<file path="src/rtl/core/lcapw_pkg.sv">
package lcapw_pkg;

    localparam int NODE_W      = 8;
    localparam int QUEUE_DEPTH = 4;
    localparam int QPTR_W      = $clog2(QUEUE_DEPTH);

    typedef enum logic [1:0] {
        CMD_EDGE  = 2'd0,
        CMD_QUERY = 2'd1,
        CMD_CLEAR = 2'd2,
        CMD_NONE  = 2'd3
    } cmd_t;

    // operations handed from the front end to the walk engine
    typedef enum logic [1:0] {
        OP_EDGE   = 2'd0,
        OP_QUERY  = 2'd1,
        OP_CLEAR  = 2'd2,
        OP_ANSWER = 2'd3
    } op_kind_t;

    typedef struct packed {
        op_kind_t            kind;
        logic                found;
        logic [NODE_W-1:0]   node_a;
        logic [NODE_W-1:0]   node_b;
    } op_t;

    typedef struct packed {
        logic full;
        logic empty;
    } queue_status_t;

endpackage

</file>
<file path="src/rtl/core/lcapw_queue.sv">
module lcapw_queue
    import lcapw_pkg::*;
(
    input  logic          aclk,
    input  logic          aresetn,
    input  logic          push,
    input  op_t           push_op,
    input  logic          pop,
    output op_t           head_op,
    output queue_status_t status
);

    op_t                 slot_reg [QUEUE_DEPTH];
    logic [QPTR_W-1:0]   wr_ptr_reg;
    logic [QPTR_W-1:0]   rd_ptr_reg;
    logic [QPTR_W:0]     count_reg;
    logic                do_push;
    logic                do_pop;

    assign status.full  = (count_reg == (QPTR_W+1)'(QUEUE_DEPTH));
    assign status.empty = (count_reg == '0);
    assign do_push      = push && !status.full;
    assign do_pop       = pop && !status.empty;
    assign head_op      = slot_reg[rd_ptr_reg];

    always_ff @(posedge aclk) begin
        if (!aresetn) begin
            wr_ptr_reg <= '0;
            rd_ptr_reg <= '0;
            count_reg  <= '0;
        end else begin
            if (do_push) begin
                wr_ptr_reg <= wr_ptr_reg + 1'b1;
            end
            if (do_pop) begin
                rd_ptr_reg <= rd_ptr_reg + 1'b1;
            end
            if (do_push && !do_pop) begin
                count_reg <= count_reg + 1'b1;
            end else if (!do_push && do_pop) begin
                count_reg <= count_reg - 1'b1;
            end
        end
    end

    always_ff @(posedge aclk) begin
        if (do_push) begin
            slot_reg[wr_ptr_reg] <= push_op;
        end
    end

endmodule

</file>
<file path="config.mk">
export PLATFORM = sky130hd
export DESIGN_NAME = lcapw_queue
export DESIGN_NICKNAME = d
export VERILOG_FILES = /design/src/rtl/core/lcapw_pkg.sv /design/src/rtl/core/lcapw_queue.sv
export SDC_FILE = /design/constraint.sdc
export NUM_CORES = 1
export LEC_CHECK = 0
export BUFFER_PORTS_ARGS = -buffer_cell sky130_fd_sc_hd__buf_2
export CELL_PAD_IN_SITES_DETAIL_PLACEMENT = 1
export CELL_PAD_IN_SITES_GLOBAL_PLACEMENT = 1
export CORE_MARGIN = 10
export CORE_UTILIZATION = 49
export CTS_CLUSTER_DIAMETER = 30
export DETAILED_ROUTE_END_ITERATION = 8
export PLACE_DENSITY_LB_ADDON = 0.1
export SLEW_MARGIN = 20
export SYNTH_ARGS = -nofsm -noshare
export SYNTH_HDL_FRONTEND = slang
export SYNTH_SLANG_ARGS = --single-unit
</file>
<file path="constraint.sdc">
create_clock -name aclk -period 2.5 [get_ports aclk]
set_clock_uncertainty 0.2 [all_clocks]
set_input_delay 0.125 -clock aclk [delete_from_list [all_inputs] [get_ports aclk]]
set_output_delay 0.125 -clock aclk [all_outputs]
set_load 0.01 [all_outputs]
</file>
Word level (Yosys, flattened, before mapping)
Memories as Yosys holds them, arrays and structs flattened. A register that Yosys moved wholly into a read port is not among the register bits.
Index checks and enable logic that the tools add are counted.
{"block": "word_totals", "ff_bits": 7, "ram_bits": 76, "elab_cells": 25, "n_memories": 1}
{"name": "slot_reg", "depth": 4, "width": 19, "rd": 1, "rd_clocked_by_memory_dff": 1, "write_ports": 1, "line": "lcapw_queue.sv:13", "source": "op_t slot_reg [QUEUE_DEPTH];"}
{"block": "classes", "add_sub_neg": 4, "eq_ne": 1, "n_mux": 6, "n_reduce_logical": 10}
{"operator": "3-bit two-way mux", "count": 2}
{"operator": "2-bit by 1-bit adder with 2-bit output, second input constant", "count": 2}
{"operator": "1-bit logical AND", "count": 4}
{"operator": "1-bit logical NOT", "count": 4}
{"operator": "2-bit two-way mux", "count": 2}
{"operator": "3-bit by 1-bit adder with 3-bit output, second input constant", "count": 1}
{"operator": "3-bit == test, second input constant", "count": 1}
{"operator": "3-bit logical NOT", "count": 1}
{"operator": "3-bit by 1-bit subtractor with 3-bit output, second input constant", "count": 1}
{"operator": "1-bit two-way mux", "count": 2}
{"operator": "2-bit nonzero test", "count": 1}

Depth between registers and ports, before layout
{"block": "logic_depth", "depth_word": 7, "ltp_mapped": 9, "ltp_nobuf": 8}

Worst setup path before layout
No wires, ideal clock.
{"block": "synth_path", "path_type": "reg2reg", "from": "reg count_reg[0]", "to": "reg count_reg[2]", "setup_time_ps": 76, "t_arrival_ps": 1995, "setup_slack_ps": 230, "stages_incl_launch_ff": 10, "n_path_buf": 1, "period_less_slack_ps": 2270, "path_cell_list": "dfxtp_1 > nor3b_2 > nor2b_1 > buf_6 > ha_1 > inv_1 > fa_1 > xor2_1 > or3_1 > a21boi_0"}
{"item": "start: declaration", "line": "lcapw_queue.sv:16", "source": "logic [QPTR_W:0] count_reg;"}
{"item": "start signal: assignment", "line": "lcapw_queue.sv:39", "source": "count_reg <= count_reg + 1'b1;"}
{"item": "start signal: assignment", "line": "lcapw_queue.sv:41", "source": "count_reg <= count_reg - 1'b1;"}

Final worst setup path
{"block": "layout_path", "from": "reg count_reg[2]", "to": "reg count_reg[2]"}
{"block": "layout_via", "elab_chain_len": 6, "elab_cells_between_ends": 15, "classes_between": "add/sub: 2; eq/ne: 1; mux: 2; reduce/logical: 10"}
{"item": "parallel branches: the longest is 6 deep, another holds 3-bit by 1-bit subtractor with 3-bit output"}
Parallel ways; which one is timed is not known. The select of a mux whose other input is x is not followed.
A chain may end at the register's enable or synchronous reset.

==> metrics list <==
- Number of design rule violations left after detail routing: 0
- For the worst-skew pair, the clock arrives at the later sink with an insertion delay of 0.34 ns.
- Number of synthesized flops with an enable pin: 76
* Die outline area: 10300 sq um
* Placed cells: 269
- Number of flip-flops under the largest register name: 76
- Counting both buffers and inverters, the worst setup path holds a total of 1.
- Net switching is 27.9% of the power.
- The initial utilization of the core area, before any placement, comes to 50.9%.
- Mux cell area share after synthesis: 14.2%
- Instance count of the mapped netlist: 147
* Most common cell in the synthesized netlist: edfxtp_1
* Non-filler cells in the finished layout: 305
- Outcome: complete, no violations
* Clock group share of total power: 24.7%
- No sink is reached through more buffers than the 2 on the longest clock path.
- The setup path with the least slack is of type reg -> reg.
* Hold Worst Slack: 0.0333 ns
- Switching power summed over all nets: 0.00105 W
- STA puts the critical path data required time at 2.56 ns.
- During synthesis, Yosys emitted a total of 0 warnings.
- After detailed routing, the number of vias per cell comes to 5.29.
- Clock Sinks: 85
* Critical path, cell by cell: nor3b_2 -> nor2b_1 -> ha_1 -> inv_1 -> fa_1 -> xor2_1 -> or3_1 -> a21boi_1
- In the final routed layout, each cell accounts on average for 20.5 um.
- The smallest clock period supported by the final layout is computed as 2.39 ns.
- Number of global-route vias before repair: 1875
- Derived from the worst setup path, the maximum achievable clock frequency is 0.419 GHz.
* DIE WIDTH: 101 um
- Standby leakage power: 1.40 nW
- Flop pwr share: 49.1%
* Final setup violation count: 0
- After synthesis, the largest area contributor takes up 70.2% of total cell area.
* Synth Area in XOR/XNOR: 1.08%
- The final max-slew violation count was 0.
- Fill cell count: 560
* Maximum fanout encountered on the critical timing path: 6
* CTS tree: done
- DRT antenna net count: 0
- 44 I/O pins were placed.
- Synthesis inferred 85 register bits.
* DP HPWL: 4200 um
- NumNets Final: 252
- When the netlist entered floorplanning its net count stood at 176.
- Antenna cell count: 0
- Overall fraction of global-route tracks in use: 12.8%
* Cell types with the highest counts after synthesis: edfxtp_1 (76), mux4_2 (18), dfxtp_1 (9), and2_1 (8), ha_1 (5)
- VDD IR max: 0.000554 V
- Reg clk slew, reported paths: 0.08 ns
- CP max-delay cell: dfxtp_1
- The first global-routing pass estimated 9920 um of wire.
- The min-delay analysis places its worst path in the category in -> reg.
- On the critical path the largest part of the delay comes from simple AND/OR/NAND/NOR gates.
- Number of violations reported at the end of detailed-routing iteration 0: 64
- Main flop type after synthesis: edfxtp_1
- Post-route core utilization: 62.3%
- Worst slew margin relative to its limit: 77.1%
- The worst path meets setup with 0.115 ns of slack.
- Post-synth top area cell: edfxtp_1
- Delay of the slowest critical-path stage: 0.39 ns
- Count of input and output buffers: 43
- For this run the aggregate overflow at the end of global routing stands at 0.
- Fin crit share: 95.4%
- At the pin with the least slew margin, the transition time is 0.343 ns.
* Power per standard cell area: 945 nW/um^2
- The first detailed-routing pass ran for 4 iterations.
* Leading post-synthesis cells by cell area: edfxtp_1 (70%), mux4_2 (12%), dfxtp_1 (5.5%)
- Root buffer cell: clkbuf_8
- Area grow syn2layout: 22.4%
* Met3 Use GR: 3.88%
* Die height: 101 um
- After detailed routing, the total wire length is 6240 um.
- Arrival time reported for the critical path endpoint: 2.44 ns
- Of the synthesized area, sequential elements account for 75.7%.
- Global routing used 21.8% of the available met2 tracks.
- The synthesized netlist devotes 3.12% of its cell area to simple gates.
- Entering global routing, the biggest net connects 20 pins.
* Post-synth design cell area: 3250 sq um
* Total clock buffers created by CTS: 9
- Routability-driven placement finished with a final weighted congestion of 0.699.
- Combinational family with the most area after synthesis: multiplexers
* Internal power of the cells: 0.00271 W
* Routed vias: 1612
* Std-Cell Core Area: 6390 sq um
* Accumulated negative setup slack: 0 ns
* Maximum Capacitance Violations: 0
* Total number of placement rows: 29
- For this run, global-route usage on met1 was measured as 14.9%.
* Number of distinct standard cells referenced by the synthesized netlist: 24
- The count of endpoints failing hold in the final timing report was 0.
* H-Tree Depth: 3
* Startpoint kind of the worst setup timing path: flop
* Gate power share: 26.3%
* Pre-CTS setup slack: 0.00570 ns
- Async set-or-reset flop fraction in the synthesized netlist: 0%
- Setup repair after global routing left no endpoint under its margin.
* Initial antenna violation count: 0
- met2 is the most crowded layer.
- Crit end category: flop
- Cells with a size suffix above 1 make up 38.2% of the layout.
- The synthesized netlist devotes 1.27% of its cell area to compound gates.
- The synthesized netlist devotes 2.54% of its cell area to adder and majority cells.
* Mapped Avg Cell Area: 22.1 sq um
==> worst reg2reg max path, stage by stage (launching register included) <==
cell	delay, ns
dfxtp_1	0.39
nor3b_2	0.19
nor2b_1	0.18
ha_1	0.22
inv_1	0.06
fa_1	0.37
xor2_1	0.16
or3_1	0.32
a21boi_1	0.21
==> layer usage <==
layer,up-vias,wire length [um]
met5,-,0
li1,739,-
met1,826,2620
met2,39,3260
met4,0,76
met3,8,290
==> layout by cell type, fill, tap and decap left out, drive strengths merged <==
cell / netlist / routed
inv: 3 / 4
clkbuf: 1 / 10
o21ai: 1 / 1
fa: 1 / 1
clkinvlp: 0 / 1
dlygate4sd3: 0 / 20
mux4: 19 / 19
xnor2: 3 / 3
o311ai: 1 / 1
or3: 1 / 1
mux2i: 3 / 3
clkinv: 0 / 3
xor2: 1 / 1
a21boi: 1 / 1
bufinv: 0 / 1
o31ai: 1 / 1
nor3: 1 / 1
nor2b: 2 / 2
nand2: 4 / 4
ha: 5 / 5
and2: 8 / 8
nor3b: 1 / 1
buf: 5 / 51
edfxtp: 76 / 76
dfxtp: 9 / 9
==> worst paths after layout <==
| path | from | endpoint | slack [ns] | depth (start not counted) |
|---|---|---|---|---|
| min reg2reg | wr_ptr_reg[0] | wr_ptr_reg[0] | 0.33 | 2 |
| min | pop | rd_ptr_reg[0] | 0.03 | 4 |
| max reg2reg | count_reg[2] | count_reg[2] | 0.11 | 8 |
| max | count_reg[2] | count_reg[2] | 0.11 | 8 |
==> power by group through the flow <==
stage | Combinational (W) | Clock (W) | Sequential (W)
finish | 0.000989 | 0.000928 | 0.00185
global route | 0.00110 | 0.00101 | 0.00186
CTS | 0.00102 | 0.000948 | 0.00184
detailed placement | 0.000988 | 0 | 0.00188
global placement | 0.000946 | 0 | 0.00185
floorplan | 0.000687 | 0 | 0.00182
==> per-stage QoR <==
stage               area (sq um)  power (W)
floorplan                   3250    0.00251
global placement            3580    0.00280
detailed placement          3580    0.00286
CTS                         3970    0.00381
global route                3980    0.00397
finish                      3980    0.00376
==> final cells by class <==
class | count | area, sq um | share of cell area (%)
flip-flops and latches | 85 | 2460 | 61.9
multi-input cells | 53 | 731 | 18.4
repair buffers | 71 | 488 | 12.3
clock buffers | 10 | 128 | 3.21
well taps | 77 | 96.3 | 2.42
clock inverters | 6 | 62.6 | 1.57
inverters | 3 | 11.3 | 0.283
==> cell families (layout without fill, tap and decap cells) <==
kind of cell | count (synthesis) | in the layout
compound gates | 4 | 4
xor+xnor | 4 | 4
fa+ha+maj | 6 | 6
buf+inv | 9 | 90
flops | 85 | 85
mux | 22 | 22
simple gates | 17 | 17
==> repair_timing <==
item / in CTS / in global routing
hold buffers: 20 / 0
buffers inserted: 0 / 0
gates resized for setup: 0 / 4
setup endpoints to repair: 0 / 1
endpoints found under the hold margin: 85 / 0
(Power assumes the default switching activity.)
