<file path="config.mk">
export PLATFORM = sky130hd
export DESIGN_NAME = lcapw_front
export DESIGN_NICKNAME = d
export VERILOG_FILES = /design/src/rtl/core/lcapw_pkg.sv /design/src/rtl/core/lcapw_front.sv
export SDC_FILE = /design/constraint.sdc
export NUM_CORES = 1
export LEC_CHECK = 0
export ABC_CLOCK_PERIOD_IN_PS = 800
export BUFFER_PORTS_ARGS = -buffer_cell sky130_fd_sc_hd__buf_2
export CAP_MARGIN = 30
export CORE_AREA = 2 2 39 41
export DETAILED_ROUTE_END_ITERATION = 6
export DIE_AREA = 0 0 41 43
export GPL_ROUTABILITY_DRIVEN = 1
export GPL_TIMING_DRIVEN = 0
export PLACE_DENSITY = 0.72
export RECOVER_POWER = 100
export SYNTH_ARGS = -nofsm -noshare
export SYNTH_HDL_FRONTEND = slang
export SYNTH_SLANG_ARGS = --single-unit
</file>
<file path="constraint.sdc">
create_clock -name vclk -period 0.8
set_clock_uncertainty 0.05 [all_clocks]
set_input_delay 0.08 -clock vclk [all_inputs]
set_output_delay 0.08 -clock vclk [all_outputs]
set_load 0.02 [all_outputs]
</file>
<file path="src/rtl/core/lcapw_pkg.sv">
package lcapw_pkg;

    localparam int NODE_W      = 8;
    localparam int QUEUE_DEPTH = 4;
    localparam int QPTR_W      = $clog2(QUEUE_DEPTH);

    typedef enum logic [1:0] {
        CMD_EDGE  = 2'd0,
        CMD_QUERY = 2'd1,
        CMD_CLEAR = 2'd2,
        CMD_NONE  = 2'd3
    } cmd_t;

    // operations handed from the front end to the walk engine
    typedef enum logic [1:0] {
        OP_EDGE   = 2'd0,
        OP_QUERY  = 2'd1,
        OP_CLEAR  = 2'd2,
        OP_ANSWER = 2'd3
    } op_kind_t;

    typedef struct packed {
        op_kind_t            kind;
        logic                found;
        logic [NODE_W-1:0]   node_a;
        logic [NODE_W-1:0]   node_b;
    } op_t;

    typedef struct packed {
        logic full;
        logic empty;
    } queue_status_t;

endpackage

</file>
<file path="src/rtl/core/lcapw_front.sv">
module lcapw_front
    import lcapw_pkg::*;
#(
    parameter int NODES = 256
) (
    input  logic [1:0]        cmd,
    input  logic [NODE_W-1:0] first_node,
    input  logic [NODE_W-1:0] second_node,
    output logic              push,
    output op_t               op
);

    localparam int SLOTS = (NODES < 256) ? NODES : 256;

    logic a_ok;
    logic b_ok;

    assign a_ok = ({1'b0, first_node} < 9'(SLOTS));
    assign b_ok = ({1'b0, second_node} < 9'(SLOTS));

    always_comb begin
        push        = 1'b0;
        op.kind     = OP_EDGE;
        op.found    = 1'b0;
        op.node_a   = first_node;
        op.node_b   = second_node;
        case (cmd_t'(cmd))
            CMD_EDGE: begin
                push    = a_ok && b_ok;
                op.kind = OP_EDGE;
            end
            CMD_QUERY: begin
                push = 1'b1;
                if (!a_ok || !b_ok) begin
                    op.kind   = OP_ANSWER;
                    op.node_a = '0;
                end else if (first_node == second_node) begin
                    // a node is its own common ancestor
                    op.kind  = OP_ANSWER;
                    op.found = 1'b1;
                end else begin
                    op.kind = OP_QUERY;
                end
            end
            CMD_CLEAR: begin
                push    = 1'b1;
                op.kind = OP_CLEAR;
            end
            default: begin
                push = 1'b0;
            end
        endcase
    end

endmodule

</file>
# Word level (Yosys, flattened, before mapping)
# Index checks and enable logic that the tools add are counted.
dict set report word_totals {
  reg_bits 0
  inputBits 18
  out_inout_bits 20
  elab_cells 10
}
dict set report classes {
  eq_ne 3
  mux 5
  n_reduce_logical 2
}
# cell n
set op_table {}
lappend op_table {{two-way mux 9 bit} 1}
lappend op_table {{equality test 8 bit} 1}
lappend op_table {{case mux 2 bit (2 select lines)} 1}
lappend op_table {{OR reduction 3 bit} 1}
lappend op_table {{equality test 2 x 1 -> 1 bit, second input constant} 1}
lappend op_table {{equality test 2 bit, second input constant} 1}
lappend op_table {{zero test 2 bit} 1}
lappend op_table {{two-way mux 1 bit} 2}
lappend op_table {{two-way mux 2 bit} 1}

# Longest topological paths before layout
# Gate-level depths: netlist (run 1).
dict set report logic_depth {
  ltp_word 3
  ltp_mapped 4
  mapped_depth_nobuf 4
}

# Worst setup path after synthesis (run 1)
# OpenSTA, ideal clock, no wires.
dict set report synth_path {
  kind {input -> output}
  from {input port cmd[0]}
  to {output port op[18] (netlist bit)}
  t_arrival_ps 988
  path_slack_ps -318
  cell_stages 3
  path_buffers 0
  cell_sequence {inv_1 -> ha_1 -> o41ai_2}
}
# element line
set synth_lines {}
lappend synth_lines {{start, declared} lcapw_front.sv:6} ;# input logic [1:0] cmd,
lappend synth_lines {{end, declared} lcapw_front.sv:10} ;# output op_t op

==> results.cfg, run 1 <==
[run_status]
violations = setup timing
status = finished, violations left

[cells_and_area]
stdcell_area_sq_um = 701
drive_above_1_share = 0.696
seqCellArea_sq_um = 0
finish.net_count = 103
stdcell_count = 95
clock_buffers = 0
multi_input_area_sq_um = 254
seq_cell_count = 0
fill_cells = 146
syn2layout_area_growth_pct = 138
diodes = 0

[routing]
drc = 0
wirelength_um = 778
viasPerCell = 3.80
drt-pass1-iter-count = 1
ant_nets = 0
vias = 361
wl_per_cell_um = 8.19
first_iter_violations = 0

[clock_tree]
cts_hold_buffers = 0

[sta]
max_freq_mhz = 911
setup_viol = 2
fin_ws_ps = -297
finalHoldViolCount = 0
rsz0062_at_grt = yes
period_minus_slack_ps = 1100
worst_pin_slew_ps = 258
finalCritPeriodShare = 1.37
maxSlewViolCount = 0
slew_headroom = 0.828

[min_path]
hp-class = input port to output port
holdPathStages = 3

[die]
initial_utilization = 0.212
die_y_um = 43
num_rows = 14
io_pins = 38
chipWidth_um = 41
core_area_sq_um = 1380
dieArea_sq_um = 1760

[synthesis]
synthAdderAreaFrac = 0.170
synth_top_area_share = 0.409
ys_seq_area_frac = 0
synth_most_common_cell = buf_4
synth_mux_area_frac = 0
synth_largest_area_cell = buf_4
synth_fp_nets = 59
synth_top_cells_by_area = buf_4, xnor2_1, ha_1
synth_top_family_by_area = buffers and inverters
synth_simple_gate_area_frac = 0.0894
yosys_warnings = 0
synth_xor_area_frac = 0.238
ys_types = 10
yosys-top-cells-count = buf_4, xnor2_1, ha_1
synth_cells = 37
synth_compound_area_frac = 0.0553
syn_area_per_cell_sq_um = 7.95
synth.cell_area_sq_um = 294

[power_and_ir_drop]
totalPowerFinal_mw = 0.412
vdd_ir_drop_max_mv = 0.193
p_leak_nw = 0.358
power.density_nw_per_um2 = 588

[global_routing]
grt_max_degree = 5
grt_overflow_total = 0
grt_pass1_wl_um = 1190
track_usage = 0.0901
antenna_found_initial = 0
grt_pass1_vias = 342

[worst_setup_path]
worstSetupEndpoint = op[18]
crit_arrival_ps = 970
path_cells = buf_2, xnor2_1, nand2_1, o41ai_4, buf_4
cp.required_ps = 670
path_class = input port to output port
slowest_delay_ps = 330
crit_buf_inv = 2
startpoint = second_node[3]
crit_path_start_kind = input port
cpMaxStageDelayCell = o41ai_4
critical_path.max_fanout = 2
cp_num_cells = 5
worstSetupEndpointType = output port
path_delay_family = compound AO/OA/AOI/OAI gates

[place]
gp_congestion = 0.530
dp.cells = 91
pre_cts_ws_ps = -454
io_buffers = 38
placed_area_sq_um = 588
dp_hpwl_um = 622

[job]
drv_cap = 0
[cells by family after synthesis]
family,Yosys count
compound gates,1
xor+xnor,8
fa+ha+maj,4
buf+inv,19
simple gates,5
[power breakdown]
group | internal, mW | total, mW | switching, mW
logic | 0.226 | 0.412 | 0.185
registers | 0 | 0 | 0
clock network | 0 | 0 | 0
[through the flow]
stage | util | hold WS, ps | setup TNS [ps]
5_1_grt | 0.506 | 486 | -668
6_report | 0.506 | 475 | -574
3_5_place_dp | 0.425 | 443 | -746
3_3_place_gp | 0.425 | 439 | -753
2_1_floorplan | - | 223 | -247
4_1_cts | 0.498 | 416 | -591
[worst min-delay path by stage]
stage,from,end,slack [ps]
after floorplan,second_node[0],op[0],220
after global placement,first_node[0],op[8],440
after detailed placement,first_node[0],op[8],440
after CTS,first_node[4],op[12],420
after global routing,first_node[7],op[15],490
final,first_node[0],op[8],470
[cell type report]
type | instances | area share
repair buffers | 42 | 0.404
plain buffers | 16 | 0.171
inverters | 3 | 0.0339
well taps | 16 | 0.0286
multi-input cells | 18 | 0.363
[layout by cell type, fill, tap and decap left out, drive strengths merged]
master and count:
xnor2 8, nor3 1, o41ai 1, ha 4
clkbuf 17, nand2 1, nand4 1, buf 41
nand3 1, nand2b 1, inv 3
[routing by layer]
layer,vias to the layer above,GRT usage,wire length (um)
met3,0,0.00524,57
met4,0,0,0
met1,159,0.0860,266
met2,17,0.194,454
li1,185,-,-
met5,-,0,0
[what timing repair did]
item                                    in CTS  in global routing
buffers inserted                             3                  1
pin swaps                                   11                  6
resized for setup                           16                  6
endpoints found under the setup margin       2                  2
No activity file was read; power rests on OpenSTA's default activity.
==> run 2, diff against run 1 <==
--- a/config.mk
+++ b/config.mk
@@ -5,7 +5,7 @@
 export SDC_FILE = /design/constraint.sdc
 export NUM_CORES = 1
 export LEC_CHECK = 0
-export ABC_CLOCK_PERIOD_IN_PS = 800
+export ABC_CLOCK_PERIOD_IN_PS = 1100
 export BUFFER_PORTS_ARGS = -buffer_cell sky130_fd_sc_hd__buf_2
 export CAP_MARGIN = 30
 export CORE_AREA = 2 2 39 41
@@ -13,7 +13,7 @@
 export DIE_AREA = 0 0 41 43
 export GPL_ROUTABILITY_DRIVEN = 1
 export GPL_TIMING_DRIVEN = 0
-export PLACE_DENSITY = 0.72
+export PLACE_DENSITY = 0.7
 export RECOVER_POWER = 100
 export SYNTH_ARGS = -nofsm -noshare
 export SYNTH_HDL_FRONTEND = slang
==> constraint.sdc (replaced) <==
create_clock -name vclk -period 1.1
set_clock_uncertainty 0.05 [all_clocks]
set_input_delay 0.11 -clock vclk [all_inputs]
set_output_delay 0.11 -clock vclk [all_outputs]
set_load 0.02 [all_outputs]
==> run 2 against run 1 <==
The flow still finishes with violations (setup timing). Critical path depth did not move. Total power down 45%. Combinational power shrank 45%. Global-route usage fell by 0.62 points. Critical endpoint unchanged. Final cell count is 3.2% lower. Largest cell class unchanged. Non-clock buffer count is 3 lower. First-iteration DRC count increased by 1. Worst setup slack gained 180 ps. Via count decreased by 5.8%. Count of clock-buffer cells in the layout unchanged. Core utilization decreased by 13 points. Sequential share of layout area stayed put.
==> results.cfg, run 2 (synthesis gave the netlist of run 1 again) <==
[power_and_ir_drop]
power.density_nw_per_um2 = 438
vdd_ir_drop_max_mv = 0.139
p_leak_nw = 0.277

[place]
gp_congestion = 0.614
io_buffers = 38
dp_hpwl_um = 662
dp.cells = 91

[worst_setup_path]
critical_path.max_fanout = 4
crit_arrival_ps = 1060
worstSetupEndpointType = output port
cpMaxStageDelayCell = o41ai_4
crit_path_start_kind = input port
crit_buf_inv = 3
path_delay_family = buffers and inverters
path_cells = buf_2, inv_1, ha_4, o41ai_4, buf_4
slowest_delay_ps = 320
cp.required_ps = 940
path_class = input port to output port
cp_num_cells = 5

[run_status]
violations = setup timing
status = finished, violations left

[cells_and_area]
drive_above_1_share = 0.526
diodes = 0
clock_buffers = 0
multi_input_area_sq_um = 186
final_common_cell = buf_4
seqCellArea_sq_um = 0
fill_cells = 160
layout_common_cells = buf_4, buf_2, clkbuf_1
syn2layout_area_growth_pct = 76.2
seq_cell_count = 0
stdcell_count = 92
finish.net_count = 100

[die]
die_y_um = 43
core_area_sq_um = 1380
initial_utilization = 0.212
dieArea_sq_um = 1760
io_pins = 38
num_rows = 14
chipWidth_um = 41

[sta]
worst_pin_slew_ps = 270
maxSlewViolCount = 0
finalCritPeriodShare = 1.11
finalHoldViolCount = 0
period_minus_slack_ps = 1220
slew_headroom = 0.821
rsz0062_at_grt = yes
setup_viol = 1
whs_ps = 553
fin_ws_ps = -119
max_freq_mhz = 820

[routing]
wirelength_um = 694
highest_layer = met3
drc = 0
wl_met1_um = 224
wl_per_cell_um = 7.54
first_iter_violations = 1
wl_met2_um = 419
drt-pass1-iter-count = 2
ant_nets = 0
viasPerCell = 3.70
wl_met3_um = 50
vias = 340

[min_path]
holdPathEnd = op[13]
hp-class = input port to output port
hp-start = first_node[5]
holdPathStages = 3

[global_routing]
grt_max_degree = 5
grt_pass1_wl_um = 1120
antenna_found_initial = 0
grt_overflow_total = 0
track_usage = 0.0839
grt_pass1_vias = 321

[job]
drv_cap = 0

[clock_tree]
cts_hold_buffers = 0
## run 2: routing by layer
layer / GRT usage / up-vias
li1: - / 178
met1: 0.0918 / 148
met2: 0.172 / 14
met3: 0 / 0
met4: 0 / 0
met5: 0 / -
## run 2: stage by stage
stage,power (mW),TNS (ps),worst slack [ps],util,cell area (sq um)
after CTS,0.238,-155,-139,0.391,541
after global routing,0.248,-290,-198,0.374,518
after floorplan,0.146,-17.2,-17.2,-,305
after global placement,0.223,-246,-192,0.373,515
after detailed placement,0.227,-282,-214,0.373,515
final,0.227,-119,-119,0.374,518
## run 2: worst max-delay path by stage
stage,from,endpoint
floorplan,cmd[1],op[16]
global placement,cmd[0],op[18]
detailed placement,cmd[0],op[18]
CTS,cmd[1],op[18]
global route,cmd[1],op[18]
finish,cmd[0],op[18]
## run 2: area by class of cell
class / count / share of cell area
Multi-Input combinational cell: 18 / 0.360
Timing Repair Buffer: 39 / 0.348
Buffer: 16 / 0.232
Tap cell: 16 / 0.0386
Inverter: 3 / 0.0217
## run 2: where the power goes
part	total (mW)	internal, mW	switching [mW]
clock	0	0	0
combinational	0.227	0.110	0.117
sequential	0	0	0
total	0.227	0.110	0.117
## run 2: tightest hold or removal path, stage by stage
cell      delay (ps)
buf_2            110
buf_4            120
clkbuf_1         160
## run 2: what timing repair did
| item | in CTS | in global routing |
|---|---|---|
| setup buffers | 1 | 0 |
| endpoints found under the hold margin | 0 | 0 |
| gates resized for setup | 4 | 0 |
| setup endpoints to repair | 2 | 2 |
| cloned | 0 | 0 |
| pin swaps | 1 | 0 |
